--- config.mk ---
export PLATFORM = sky130hd
export DESIGN_NAME = key_click_classifier
export DESIGN_NICKNAME = d
export VERILOG_FILES = /design/src/rtl/kcc_pkg.sv /design/src/rtl/kcc_lane.sv /design/src/rtl/kcc_merge.sv /design/src/rtl/key_click_classifier.sv
export SDC_FILE = /design/constraint.sdc
export NUM_CORES = 1
export LEC_CHECK = 0
export BUFFER_PORTS_ARGS = -buffer_cell sky130_fd_sc_hd__buf_4
export CAP_MARGIN = 20
export CORE_MARGIN = 2
export CORE_UTILIZATION = 60
export DETAILED_ROUTE_END_ITERATION = 10
export PLACE_DENSITY = 0.81
export SKIP_CTS_REPAIR_TIMING = 1
export SYNTH_ARGS = -nofsm -noshare
export SYNTH_HDL_FRONTEND = slang
export SYNTH_SLANG_ARGS = --single-unit
--- constraint.sdc ---
create_clock -name clk -period 10.24 [get_ports clk]
set_clock_uncertainty 0.1 [all_clocks]
set_input_delay 1.536 -clock clk [delete_from_list [all_inputs] [get_ports clk]]
set_output_delay 1.536 -clock clk [all_outputs]
set_load 0.05 [all_outputs]
--- src/rtl/kcc_pkg.sv ---
// Shared types and constants for the key click classifier.
package kcc_pkg;

    // Widest key port the block supports and bits per lane event code.
    localparam int MAX_KEYS = 8;
    localparam int EV_W     = 3;
    localparam int CFG_W    = 8;
    localparam int CNT_W    = 9;
    localparam int REG_IDX_W = 2;

    // Configuration register indexes.
    localparam logic [REG_IDX_W-1:0] REG_LONG_CLICK   = 2'd0;
    localparam logic [REG_IDX_W-1:0] REG_SHORT_CLICK  = 2'd1;
    localparam logic [REG_IDX_W-1:0] REG_DOUBLE_CLICK = 2'd2;
    localparam logic [REG_IDX_W-1:0] REG_LONG_REPEAT  = 2'd3;

    // Reset values of the configuration registers.
    localparam logic [CFG_W-1:0] LONG_CLICK_RST   = 8'd100;
    localparam logic [CFG_W-1:0] SHORT_CLICK_RST  = 8'd5;
    localparam logic [CFG_W-1:0] DOUBLE_CLICK_RST = 8'd25;
    localparam logic [CFG_W-1:0] LONG_REPEAT_RST  = 8'd10;

    localparam logic [CNT_W-1:0] COUNT_MAX = '1;

    // Per-lane key phase.
    typedef enum logic [2:0] {
        PH_IDLE   = 3'd0,
        PH_PRESS  = 3'd1,
        PH_WAIT   = 3'd2,
        PH_DOUBLE = 3'd3,
        PH_LONG   = 3'd4
    } phase_t;

    // Event code reported by one lane.
    typedef enum logic [EV_W-1:0] {
        EV_NONE   = 3'd0,
        EV_DOWN   = 3'd1,
        EV_UP     = 3'd2,
        EV_SHORT  = 3'd3,
        EV_DOUBLE = 3'd4,
        EV_LONG   = 3'd5,
        EV_REPEAT = 3'd6
    } event_t;

    // Timing thresholds shared by all lanes.
    typedef struct packed {
        logic [CFG_W-1:0] long_click;
        logic [CFG_W-1:0] short_click;
        logic [CFG_W-1:0] double_click;
        logic [CFG_W-1:0] long_repeat;
    } cfg_t;

    // Edge and level information for one key on one tick.
    typedef struct packed {
        logic step;
        logic press_edge;
        logic held;
        logic release_edge;
    } lane_in_t;

endpackage

--- src/rtl/kcc_lane.sv ---
// One key lane: click state machine and hold counter.
module kcc_lane (
    input  logic              clk,
    input  logic              rst_n,
    input  kcc_pkg::cfg_t     cfg,
    input  kcc_pkg::lane_in_t lane_in,
    output kcc_pkg::event_t   ev
);
    import kcc_pkg::*;

    phase_t           phase_reg;
    phase_t           phase_next;
    logic [CNT_W-1:0] count_reg;
    logic [CNT_W-1:0] count_next;
    logic [CNT_W-1:0] count_inc;
    logic             long_hit;
    logic             short_miss;
    logic             double_over;
    logic             repeat_hit;

    // Saturating increment and threshold compares.
    always_comb
    begin
        count_inc   = (count_reg == COUNT_MAX) ? count_reg : count_reg + 1'b1;
        long_hit    = count_inc >= CNT_W'(cfg.long_click);
        short_miss  = count_reg < CNT_W'(cfg.short_click);
        double_over = count_inc > CNT_W'(cfg.double_click);
        repeat_hit  = count_inc >= CNT_W'(cfg.long_repeat);
    end

    // Next phase.
    always_comb
    begin
        phase_next = phase_reg;
        case (phase_reg)
            PH_PRESS:
            begin
                if (lane_in.held)
                begin
                    if (long_hit)
                    begin
                        phase_next = PH_LONG;
                    end
                end
                else if (short_miss)
                begin
                    phase_next = PH_IDLE;
                end
                else
                begin
                    phase_next = PH_WAIT;
                end
            end
            PH_WAIT:
            begin
                if (lane_in.press_edge)
                begin
                    phase_next = PH_DOUBLE;
                end
                else if (double_over)
                begin
                    phase_next = PH_IDLE;
                end
            end
            PH_DOUBLE, PH_LONG:
            begin
                if (lane_in.release_edge)
                begin
                    phase_next = PH_IDLE;
                end
            end
            default:
            begin
                phase_next = lane_in.press_edge ? PH_PRESS : PH_IDLE;
            end
        endcase
    end

    // Event and hold counter.
    always_comb
    begin
        ev         = EV_NONE;
        count_next = count_reg;
        case (phase_reg)
            PH_PRESS:
            begin
                if (lane_in.held)
                begin
                    count_next = count_inc;
                    if (long_hit)
                    begin
                        ev         = EV_LONG;
                        count_next = '0;
                    end
                end
                else if (short_miss)
                begin
                    ev = EV_UP;
                end
                else
                begin
                    count_next = '0;
                end
            end
            PH_WAIT:
            begin
                if (lane_in.press_edge)
                begin
                    ev = EV_DOUBLE;
                end
                else
                begin
                    count_next = count_inc;
                    if (double_over)
                    begin
                        ev = EV_SHORT;
                    end
                end
            end
            PH_DOUBLE:
            begin
                if (lane_in.release_edge)
                begin
                    ev = EV_UP;
                end
            end
            PH_LONG:
            begin
                if (lane_in.release_edge)
                begin
                    ev = EV_UP;
                end
                else
                begin
                    count_next = count_inc;
                    if (repeat_hit)
                    begin
                        ev         = EV_REPEAT;
                        count_next = '0;
                    end
                end
            end
            default:
            begin
                if (lane_in.press_edge)
                begin
                    ev         = EV_DOWN;
                    count_next = '0;
                end
            end
        endcase
    end

    // State advances only on an accepted tick.
    always_ff @(posedge clk or negedge rst_n)
    begin
        if (!rst_n)
        begin
            phase_reg <= PH_IDLE;
            count_reg <= '0;
        end
        else if (lane_in.step)
        begin
            phase_reg <= phase_next;
            count_reg <= count_next;
        end
    end

endmodule

--- src/rtl/kcc_merge.sv ---
// Merge of lane events into one result, with output register and skid stage.
module kcc_merge (
    input  logic                                   clk,
    input  logic                                   rst_n,
    input  logic                                   push,
    input  kcc_pkg::event_t [kcc_pkg::MAX_KEYS-1:0] lane_ev,
    input  logic [kcc_pkg::MAX_KEYS-1:0]           pressed,
    output logic                                   room,
    output logic                                   out_valid,
    input  logic                                   out_ready,
    output logic [kcc_pkg::MAX_KEYS*kcc_pkg::EV_W-1:0] key_events,
    output logic [kcc_pkg::MAX_KEYS-1:0]           pressed_now
);
    import kcc_pkg::*;

    localparam int EVT_W  = MAX_KEYS * EV_W;
    localparam int DATA_W = EVT_W + MAX_KEYS;

    logic [DATA_W-1:0] new_data;
    logic [DATA_W-1:0] out_data_reg;
    logic [DATA_W-1:0] out_data_next;
    logic [DATA_W-1:0] skid_data_reg;
    logic [DATA_W-1:0] skid_data_next;
    logic              out_valid_reg;
    logic              out_valid_next;
    logic              skid_valid_reg;
    logic              skid_valid_next;
    logic              out_free;

    // Pack the lane codes side by side with the pressed mask.
    assign new_data = {EVT_W'(lane_ev), pressed};

    assign out_free = !out_valid_reg || out_ready;
    assign room     = !skid_valid_reg;

    // Output stage takes the skid entry first; a stalled output parks the new result.
    always_comb
    begin
        out_valid_next  = out_valid_reg;
        out_data_next   = out_data_reg;
        skid_valid_next = skid_valid_reg;
        skid_data_next  = skid_data_reg;
        if (out_free)
        begin
            if (skid_valid_reg)
            begin
                out_valid_next  = 1'b1;
                out_data_next   = skid_data_reg;
                skid_valid_next = 1'b0;
            end
            else
            begin
                out_valid_next = push;
                out_data_next  = new_data;
            end
        end
        else if (push)
        begin
            skid_valid_next = 1'b1;
            skid_data_next  = new_data;
        end
    end

    // Control flags.
    always_ff @(posedge clk or negedge rst_n)
    begin
        if (!rst_n)
        begin
            out_valid_reg  <= 1'b0;
            skid_valid_reg <= 1'b0;
        end
        else
        begin
            out_valid_reg  <= out_valid_next;
            skid_valid_reg <= skid_valid_next;
        end
    end

    // Payload registers.
    always_ff @(posedge clk)
    begin
        out_data_reg  <= out_data_next;
        skid_data_reg <= skid_data_next;
    end

    assign out_valid   = out_valid_reg;
    assign key_events  = out_data_reg[DATA_W-1:MAX_KEYS];
    assign pressed_now = out_data_reg[MAX_KEYS-1:0];

endmodule

--- src/rtl/key_click_classifier.sv ---
// Top level of the key click classifier.
//
// Each transfer on the input channel (in_valid/in_ready, raw_port) is one scan
// tick of an active-low key port. Every tick yields exactly one transfer on the
// output channel (out_valid/out_ready, key_events, pressed_now), with a 3-bit
// event code per key and the inverted key mask.
// An accepted tick's result is registered in the output stage, or in the skid
// stage while the output stalls. Throughput is one tick per cycle while in_ready
// is high; the key lanes update their state machines in parallel in the cycle of
// the transfer. The output register is backed by a one-entry skid stage, so a
// tick is still taken while a result waits. When a tick is taken during a stall,
// the skid stage fills and in_ready drops until the output is taken.
// Reset clears both output flags, the previous key mask, every lane to idle
// with a zero hold count, and loads the default thresholds. Configuration
// writes through cfg_we/cfg_index/cfg_wdata take effect at the next edge.
// Lanes at or above NUM_KEYS report no event.
module key_click_classifier #(
    parameter int NUM_KEYS = 8
) (
    input  logic                               clk,
    input  logic                               rst_n,
    input  logic                               cfg_we,
    input  logic [kcc_pkg::REG_IDX_W-1:0]      cfg_index,
    input  logic [kcc_pkg::CFG_W-1:0]          cfg_wdata,
    input  logic                               in_valid,
    output logic                               in_ready,
    input  logic [kcc_pkg::MAX_KEYS-1:0]       raw_port,
    output logic                               out_valid,
    input  logic                               out_ready,
    output logic [kcc_pkg::MAX_KEYS*kcc_pkg::EV_W-1:0] key_events,
    output logic [kcc_pkg::MAX_KEYS-1:0]       pressed_now
);
    import kcc_pkg::*;

    cfg_t                  cfg_reg;
    cfg_t                  cfg_next;
    logic [MAX_KEYS-1:0]   prev_pressed_reg;
    logic [MAX_KEYS-1:0]   now_pressed;
    logic [MAX_KEYS-1:0]   rise;
    logic [MAX_KEYS-1:0]   fall;
    logic                  accept;
    logic                  room;
    event_t [MAX_KEYS-1:0] lane_ev;

    // Configuration register writes.
    always_comb
    begin
        cfg_next = cfg_reg;
        if (cfg_we)
        begin
            case (cfg_index)
                REG_LONG_CLICK:   cfg_next.long_click   = cfg_wdata;
                REG_SHORT_CLICK:  cfg_next.short_click  = cfg_wdata;
                REG_DOUBLE_CLICK: cfg_next.double_click = cfg_wdata;
                REG_LONG_REPEAT:  cfg_next.long_repeat  = cfg_wdata;
                default:          cfg_next = cfg_reg;
            endcase
        end
    end

    always_ff @(posedge clk or negedge rst_n)
    begin
        if (!rst_n)
        begin
            cfg_reg.long_click   <= LONG_CLICK_RST;
            cfg_reg.short_click  <= SHORT_CLICK_RST;
            cfg_reg.double_click <= DOUBLE_CLICK_RST;
            cfg_reg.long_repeat  <= LONG_REPEAT_RST;
        end
        else
        begin
            cfg_reg <= cfg_next;
        end
    end

    // Input transfer and edge detection.
    assign in_ready    = room;
    assign accept      = in_valid && room;
    assign now_pressed = ~raw_port;
    assign rise        = now_pressed & ~prev_pressed_reg;
    assign fall        = prev_pressed_reg & ~now_pressed;

    always_ff @(posedge clk or negedge rst_n)
    begin
        if (!rst_n)
        begin
            prev_pressed_reg <= '0;
        end
        else if (accept)
        begin
            prev_pressed_reg <= now_pressed;
        end
    end

    // Key lanes; unused positions report no event.
    for (genvar i = 0; i < MAX_KEYS; i++)
    begin : g_lane
        if (i < NUM_KEYS)
        begin : g_used
            lane_in_t lane_in;

            assign lane_in.step         = accept;
            assign lane_in.press_edge   = rise[i];
            assign lane_in.held         = now_pressed[i];
            assign lane_in.release_edge = fall[i];

            kcc_lane u_lane (
                .clk     (clk),
                .rst_n   (rst_n),
                .cfg     (cfg_reg),
                .lane_in (lane_in),
                .ev      (lane_ev[i])
            );
        end
        else
        begin : g_unused
            assign lane_ev[i] = EV_NONE;
        end
    end

    // Result merge and output buffering.
    kcc_merge u_merge (
        .clk         (clk),
        .rst_n       (rst_n),
        .push        (accept),
        .lane_ev     (lane_ev),
        .pressed     (now_pressed),
        .room        (room),
        .out_valid   (out_valid),
        .out_ready   (out_ready),
        .key_events  (key_events),
        .pressed_now (pressed_now)
    );

endmodule

Word-level counts from Yosys, hierarchy flattened
Cells that the tools add are included.
Word-level totals
  register bits: 202
  output and inout bits: 34
Operators by class
  add/subtract/negate cells: 8
  magnitude comparators: 32
  equality and inequality tests: 91
  mux-type cells: 212
  bitwise gates (word level): 14
  reduce and logical (&&, ||, !) cells: 43
Operators by type and width (number)
  two-way mux 9 bit: 64
  case mux 9 bit (4 select lines): 8
  two-way mux 3 bit: 80
  greater-or-equal comparator 9 x 8 -> 1 bit: 16
  case mux 3 bit (4 select lines): 8
  adder 9 x 1 -> 9 bit, second input constant: 8
  equality test 9 bit, second input constant: 8
  greater-than comparator 9 x 8 -> 1 bit: 8
  less-than comparator 9 x 8 -> 1 bit: 8
  case mux 3 bit (3 select lines): 8
  two-way mux 2 bit: 32
  equality test 3 x 2 -> 1 bit, second input constant: 16
  != test 2 bit, second input constant: 24
  != test 3 x 2 -> 1 bit, second input constant: 16
  AND reduction 6 bit: 8
  two-way mux 32 bit: 1
  AND reduction 4 bit: 8
  nonzero test 4 bit: 8
  equality test 3 x 1 -> 1 bit, second input constant: 8
  equality test 3 bit, second input constant: 8
  != test 3 bit, second input constant: 8
  inverter 8 bit: 3
  bitwise AND 8 bit: 2
  OR reduction 2 bit: 8
  10 further kinds: 34

Logic depth before layout (Yosys ltp)
  depth in word-level cells: 7
  depth in mapped cells: 18

Modules after synthesis
From an unflattened synthesis, not the netlist that was laid out.
Second synthesis, totals
  cells, all modules: 2026
  area, all modules: 18529.0 um2
Modules (own cells, without submodules)
  kcc_lane at g_lane[1].g_used.u_lane ...: instances 5, cells an instance 228, area an instance 1838.0 um2, sequential area each 300.3 um2
  kcc_lane at g_lane[0].g_used.u_lane ...: instances 2, cells an instance 225, area an instance 1710.4 um2, sequential area each 300.3 um2
  kcc_merge: instances 1, cells an instance 109, area an instance 2537.4 um2, sequential area each 1971.9 um2
  kcc_lane at g_lane[7].g_used.u_lane: instances 1, cells an instance 216, area an instance 1747.9 um2, sequential area each 300.3 um2
  key_click_classifier: instances 1, cells an instance 111, area an instance 1632.8 um2, sequential area each 1013.5 um2

Least setup slack after synthesis
OpenSTA, ideal clock, no wires.
  path kind: input to register
  start point: in out_ready
  end point: reg u_merge.skid_data_reg[0] (enable)
  setup time: 421 ps
  arrival time: 3854 ps
  data required time: 9719 ps
  slack: 5865 ps
  cell stages on the path: 2
  buffers on the path: 0
  cells stage by stage: nand2b_1 nor2_1
Between the ends
  word-level cells in the longest chain between the ends: 3
Ends and longest elaborated chain
  from (decl): RTL line key_click_classifier.sv:29  | input logic out_ready,
  logical OR 1 bit: RTL line kcc_merge.sv:33  | assign out_free = !out_valid_reg || out_ready;
  inverter 1 bit (no line)
  AND reduction 2 bit (no line)
  to (signal assigned): RTL line kcc_merge.sv:83  | skid_data_reg <= skid_data_next;
  to (decl): RTL line kcc_merge.sv:22  | logic [DATA_W-1:0] skid_data_reg;
No other way between the ends.
A chain may end at the register's enable or synchronous reset.

Final worst setup path
  start point: reg g_lane[0].g_used.u_lane.count_reg[0]
  end point: reg u_merge.out_data_reg[9], data pin
Between the ends
  word-level cells in the longest chain between the ends: 7
Ends and longest elaborated chain
  from (decl): RTL line kcc_lane.sv:13  | logic [CNT_W-1:0] count_reg;
  from (signal assigned): RTL line kcc_lane.sv:165  | count_reg <= count_next;
  adder 9 x 1 -> 9 bit or equality test 9 bit (tied branches): RTL line kcc_lane.sv:24  | count_inc = (count_reg == COUNT_MAX) ? count_reg : count_reg + 1'b1;
  two-way mux 9 bit: RTL line kcc_lane.sv:24
  greater-or-equal comparator 9 x 8 -> 1 bit or greater-than comparator 9 x 8 -> 1 bit (tied branches): RTL line kcc_lane.sv:28, kcc_lane.sv:27
  two-way mux 3 bit or two-way mux 2 bit (tied branches): RTL line kcc_lane.sv:136, kcc_lane.sv:114
  two-way mux 3 bit (on tied branches): RTL line kcc_lane.sv:129, kcc_lane.sv:107
  case mux 3 bit (4 select lines) (*): RTL line kcc_lane.sv:84  | case (phase_reg)
  named net g_lane[0].g_used.u_lane.ev[1]: RTL line kcc_lane.sv:7  | output kcc_pkg::event_t ev
  two-way mux 32 bit (*): RTL line kcc_merge.sv:45  | if (skid_valid_reg)
  to (signal assigned): RTL line kcc_merge.sv:82  | out_data_reg <= out_data_next;
  to (decl): RTL line kcc_merge.sv:20  | logic [DATA_W-1:0] out_data_reg;
Mark *: on every way through the listed nets, which the timed path passes. The rest lies on a longest branch.

==> key figures <==
Run status
  – Status: finished clean

STA
  – Final hold vios: 0
  – Post-route setup TNS: 0 ps
  – Crit path time final: 4491 ps
  – Pins Over Slew Limit: 0
  – RSZ-0062 raised after global routing: false
  – Setup-failing EPs final: 0
  – F_max: 222.6 MHz
  – Fin crit share: 0.4386
  – Normalized max-slew margin: 0.4133
  – Least-Margin Pin Slew: 879.1 ps

Pwr
  – Pwr Density: 187.5 mW/mm2
  – Comb pwr share: 0.407
  – Int Pwr: 2053 uW
  – Sequential group share of total power: 0.323
  – Switching power: 1414 uW
  – Clock share of power: 0.270
  – Switching portion of total power: 0.4079
  – VDD IR max: 0.1798 mV
  – LEAKAGE: 0.008675 uW

Synthesis
  – Synth unique cells: 89
  – Seq cells post-synth: 202
  – Asr flop ratio synth: 0.6832
  – Yosys top cell by area: dfrtp_1
  – Synth Area per Inst: 9.219 um2
  – Share of the synthesized area in the top cell type: 0.1905
  – Post-Syn Area: 0.01682 mm2
  – Synth area leaders: dfrtp_1 19%, ha_1 19%, edfxtp_1 11%
  – Top_reg_cell synth: dfrtp_1
  – Synthesized instance count: 1824
  – Synth Net Count: 2103
  – Synth warn: 0
  – Proportion of synthesized chip area in sequential cells: 0.3204
  – Number of synthesized flops with an enable pin: 64

Clock network
  – H-Tree Level Count: 1
  – Reg clk slew, reported paths: 60 ps
  – Root buffer cell: clkbuf_16
  – Skew-Pair Late Insertion Delay: 550 ps
  – CTS Sinks: 202
  – CTS buffer count: 24
  – CTS tree: built
  – Clk buf depth: 3

Critical path
  – Crit path required time: 10430 ps
  – Critical Path Sink Type: flop
  – Worst setup SP type: flop
  – Critical path type: reg -> reg
  – Worst EP arrival: 4690 ps
  – Max FO, Critical Path: 9

Route
  – Avg WL per Cell: 20.81 um
  – DRC: 0
  – Final ANT Viol Nets: 0
  – DR iter-0 viols: 1414
  – Vias per inst: 6.612
  – WL final: 47040 um
  – DRT Pass-1 Iters: 5
  – Vias post-DR: 14944

Layout
  – Filler instances: 2172
  – Max reg flops: 72
  – Layout cells sized above 1: 0.1153
  – Antenna Diode Count: 0
  – Area delta synth->final: 9.948%
  – Design area: 0.01849 mm2
  – Most frequent cells in the layout: 256 x ha_1, 175 x nand2_1, 128 x dfrtp_1
  – NumNets Final: 2143
  – Most common cell after layout, fill and taps aside: ha_1

GRT
  – Initial antenna violation count: 0
  – Total grt overflow: 0
  – Vias in the first global route: 14187
  – All-Layer GR Usage: 0.3204
  – Global-route wire length before repair: 74130 um
  – Largest net degree at the start of global routing: 78

Placed design
  – Placed Area: 0.01755 mm2
  – IO buf count: 56
  – Post-DP HPWL: 32300 um
  – GPL Wtd Cong: 0.9200

Floorplan
  – Die W: 171.4 um
  – Core footprint: 0.02771 mm2
  – DIE AREA: 0.02938 mm2
  – # rows: 61
  – Die Height: 171.4 um
  – Initial core utilization: 0.6070
  – Ports: 57

Flow run
  – Max Cap Violations: 0

Min path
  – Min-delay worst type: reg -> reg
[layer usage]
layer  global-route usage  wire, um  vias up  share of wire
met5                    0         0        -              0
met4               0.1478      2156        0          0.046
met3              0.05292      4209      134          0.089
met2               0.5016     20750      682           0.44
met1               0.4360     19930     7177           0.42
li1                     -         -     6951              -
[synth_stat cells, types with 7 or more instances]
cell type  count
o221ai_1       8
nor2_1       123
and4_1        10
nor2b_1       29
inv_1         79
buf_2         19
o31ai_1       21
a31oi_1       23
mux2_2        61
nand2_1      175
dfrtp_1      128
a211oi_1      28
o21ai_1        7
o21bai_1      16
nand3_1       65
o22ai_1        7
nand4_1       49
o21ai_0      107
ha_1         256
or3_1          9
o211ai_1      11
edfxtp_1      64
xnor2_1       33
or2_2          9
nand2b_1      31
a21oi_1       94
a21o_1        36
o22a_1        12
nor3_1        29
and3_1        33
dfstp_2       10
nand3b_1      13
a21boi_0      10
a22o_1        12
o21a_1        20
and2_1        16
xor2_1        12
nor3b_1       18
clkbuf_1      29
[power by group through the flow]
stage	clock network [uW]	logic [uW]	registers [uW]
after CTS	946	1380	1110
after global routing	979	1550	1140
after detailed placement	0	1360	1130
after global placement	0	1300	1120
after floorplan	0	951	1130
final	935	1410	1120
[worst max-delay path, stage by stage, from the launching register on]
cell and delay [ps]:
dfrtp_1 440, ha_1 240, and2_1 230, and2_1 190, nand4_2 200, and4_1 330
nand3_1 140, xnor2_1 310, ha_1 300, and4_1 210, a21boi_1 160, o41ai_4 400
a31oi_1 150, or4_4 560, mux2_4 260
[layout make-up]
type | instances | area, um2 | area share
Clock buffer | 27 | 611.8 | 0.03309
Clock inverter | 17 | 242.7 | 0.01313
Inverter | 80 | 300.3 | 0.01624
Multi-Input combinational cell | 1489 | 10920 | 0.5904
Sequential cell | 202 | 5388 | 0.2914
Tap cell | 378 | 473.0 | 0.02558
Timing Repair Buffer | 67 | 556.8 | 0.03011
[final timing paths]
path / to / from / slack [ps] / cells after the start
setup / recovery: u_merge.out_data_reg[9]$_DFFE_PN_ / g_lane[0].g_used.u_lane.count_reg[0]$_DFFE_PN0P_ / 5750 / 14
hold / removal: cfg_reg[17]$_DFFE_PN0P_ / cfg_reg[17]$_DFFE_PN0P_ / 400 / 1
setup reg to reg: u_merge.out_data_reg[9]$_DFFE_PN_ / g_lane[0].g_used.u_lane.count_reg[0]$_DFFE_PN0P_ / 5750 / 14
hold reg to reg: cfg_reg[17]$_DFFE_PN0P_ / cfg_reg[17]$_DFFE_PN0P_ / 400 / 1
max in group asynchronous: g_lane[4].g_used.u_lane.phase_reg[0]$_DFFE_PN0P_ / rst_n / 8020 / 3
min in group asynchronous: cfg_reg[2]$_DFFE_PN0P_ / rst_n / 880 / 1
[through the flow]
step / util / setup WS, ps / power, uW / hold slack (ps) / cells
after CTS: 0.6645 / 5794 / 3435 / 406.1 / 2256
after global placement: 0.6336 / 5975 / 2419 / 386.6 / 2212
after floorplan: - / 5865 / 2079 / 375.3 / 1824
after detailed placement: 0.6336 / 5818 / 2490 / 393.0 / 2212
after global routing: 0.6673 / 5506 / 3666 / 414.8 / 2260
final: 0.6673 / 5749 / 3467 / 402.6 / 2260
[kinds of logic after synthesis]
| family | Yosys count | synth area share |
|---|---|---|
| AO/OA/AOI/OAI | 481 | 0.1942 |
| XOR/XNOR | 45 | 0.02344 |
| adder cells (fa/ha/maj) | 256 | 0.1905 |
| buffers and inverters | 133 | 0.03117 |
| flip-flops | 202 | 0.3204 |
| multiplexers | 68 | 0.04531 |
| AND/OR/NAND/NOR | 639 | 0.1950 |
Note: power is estimated with default switching activity, not from simulation.
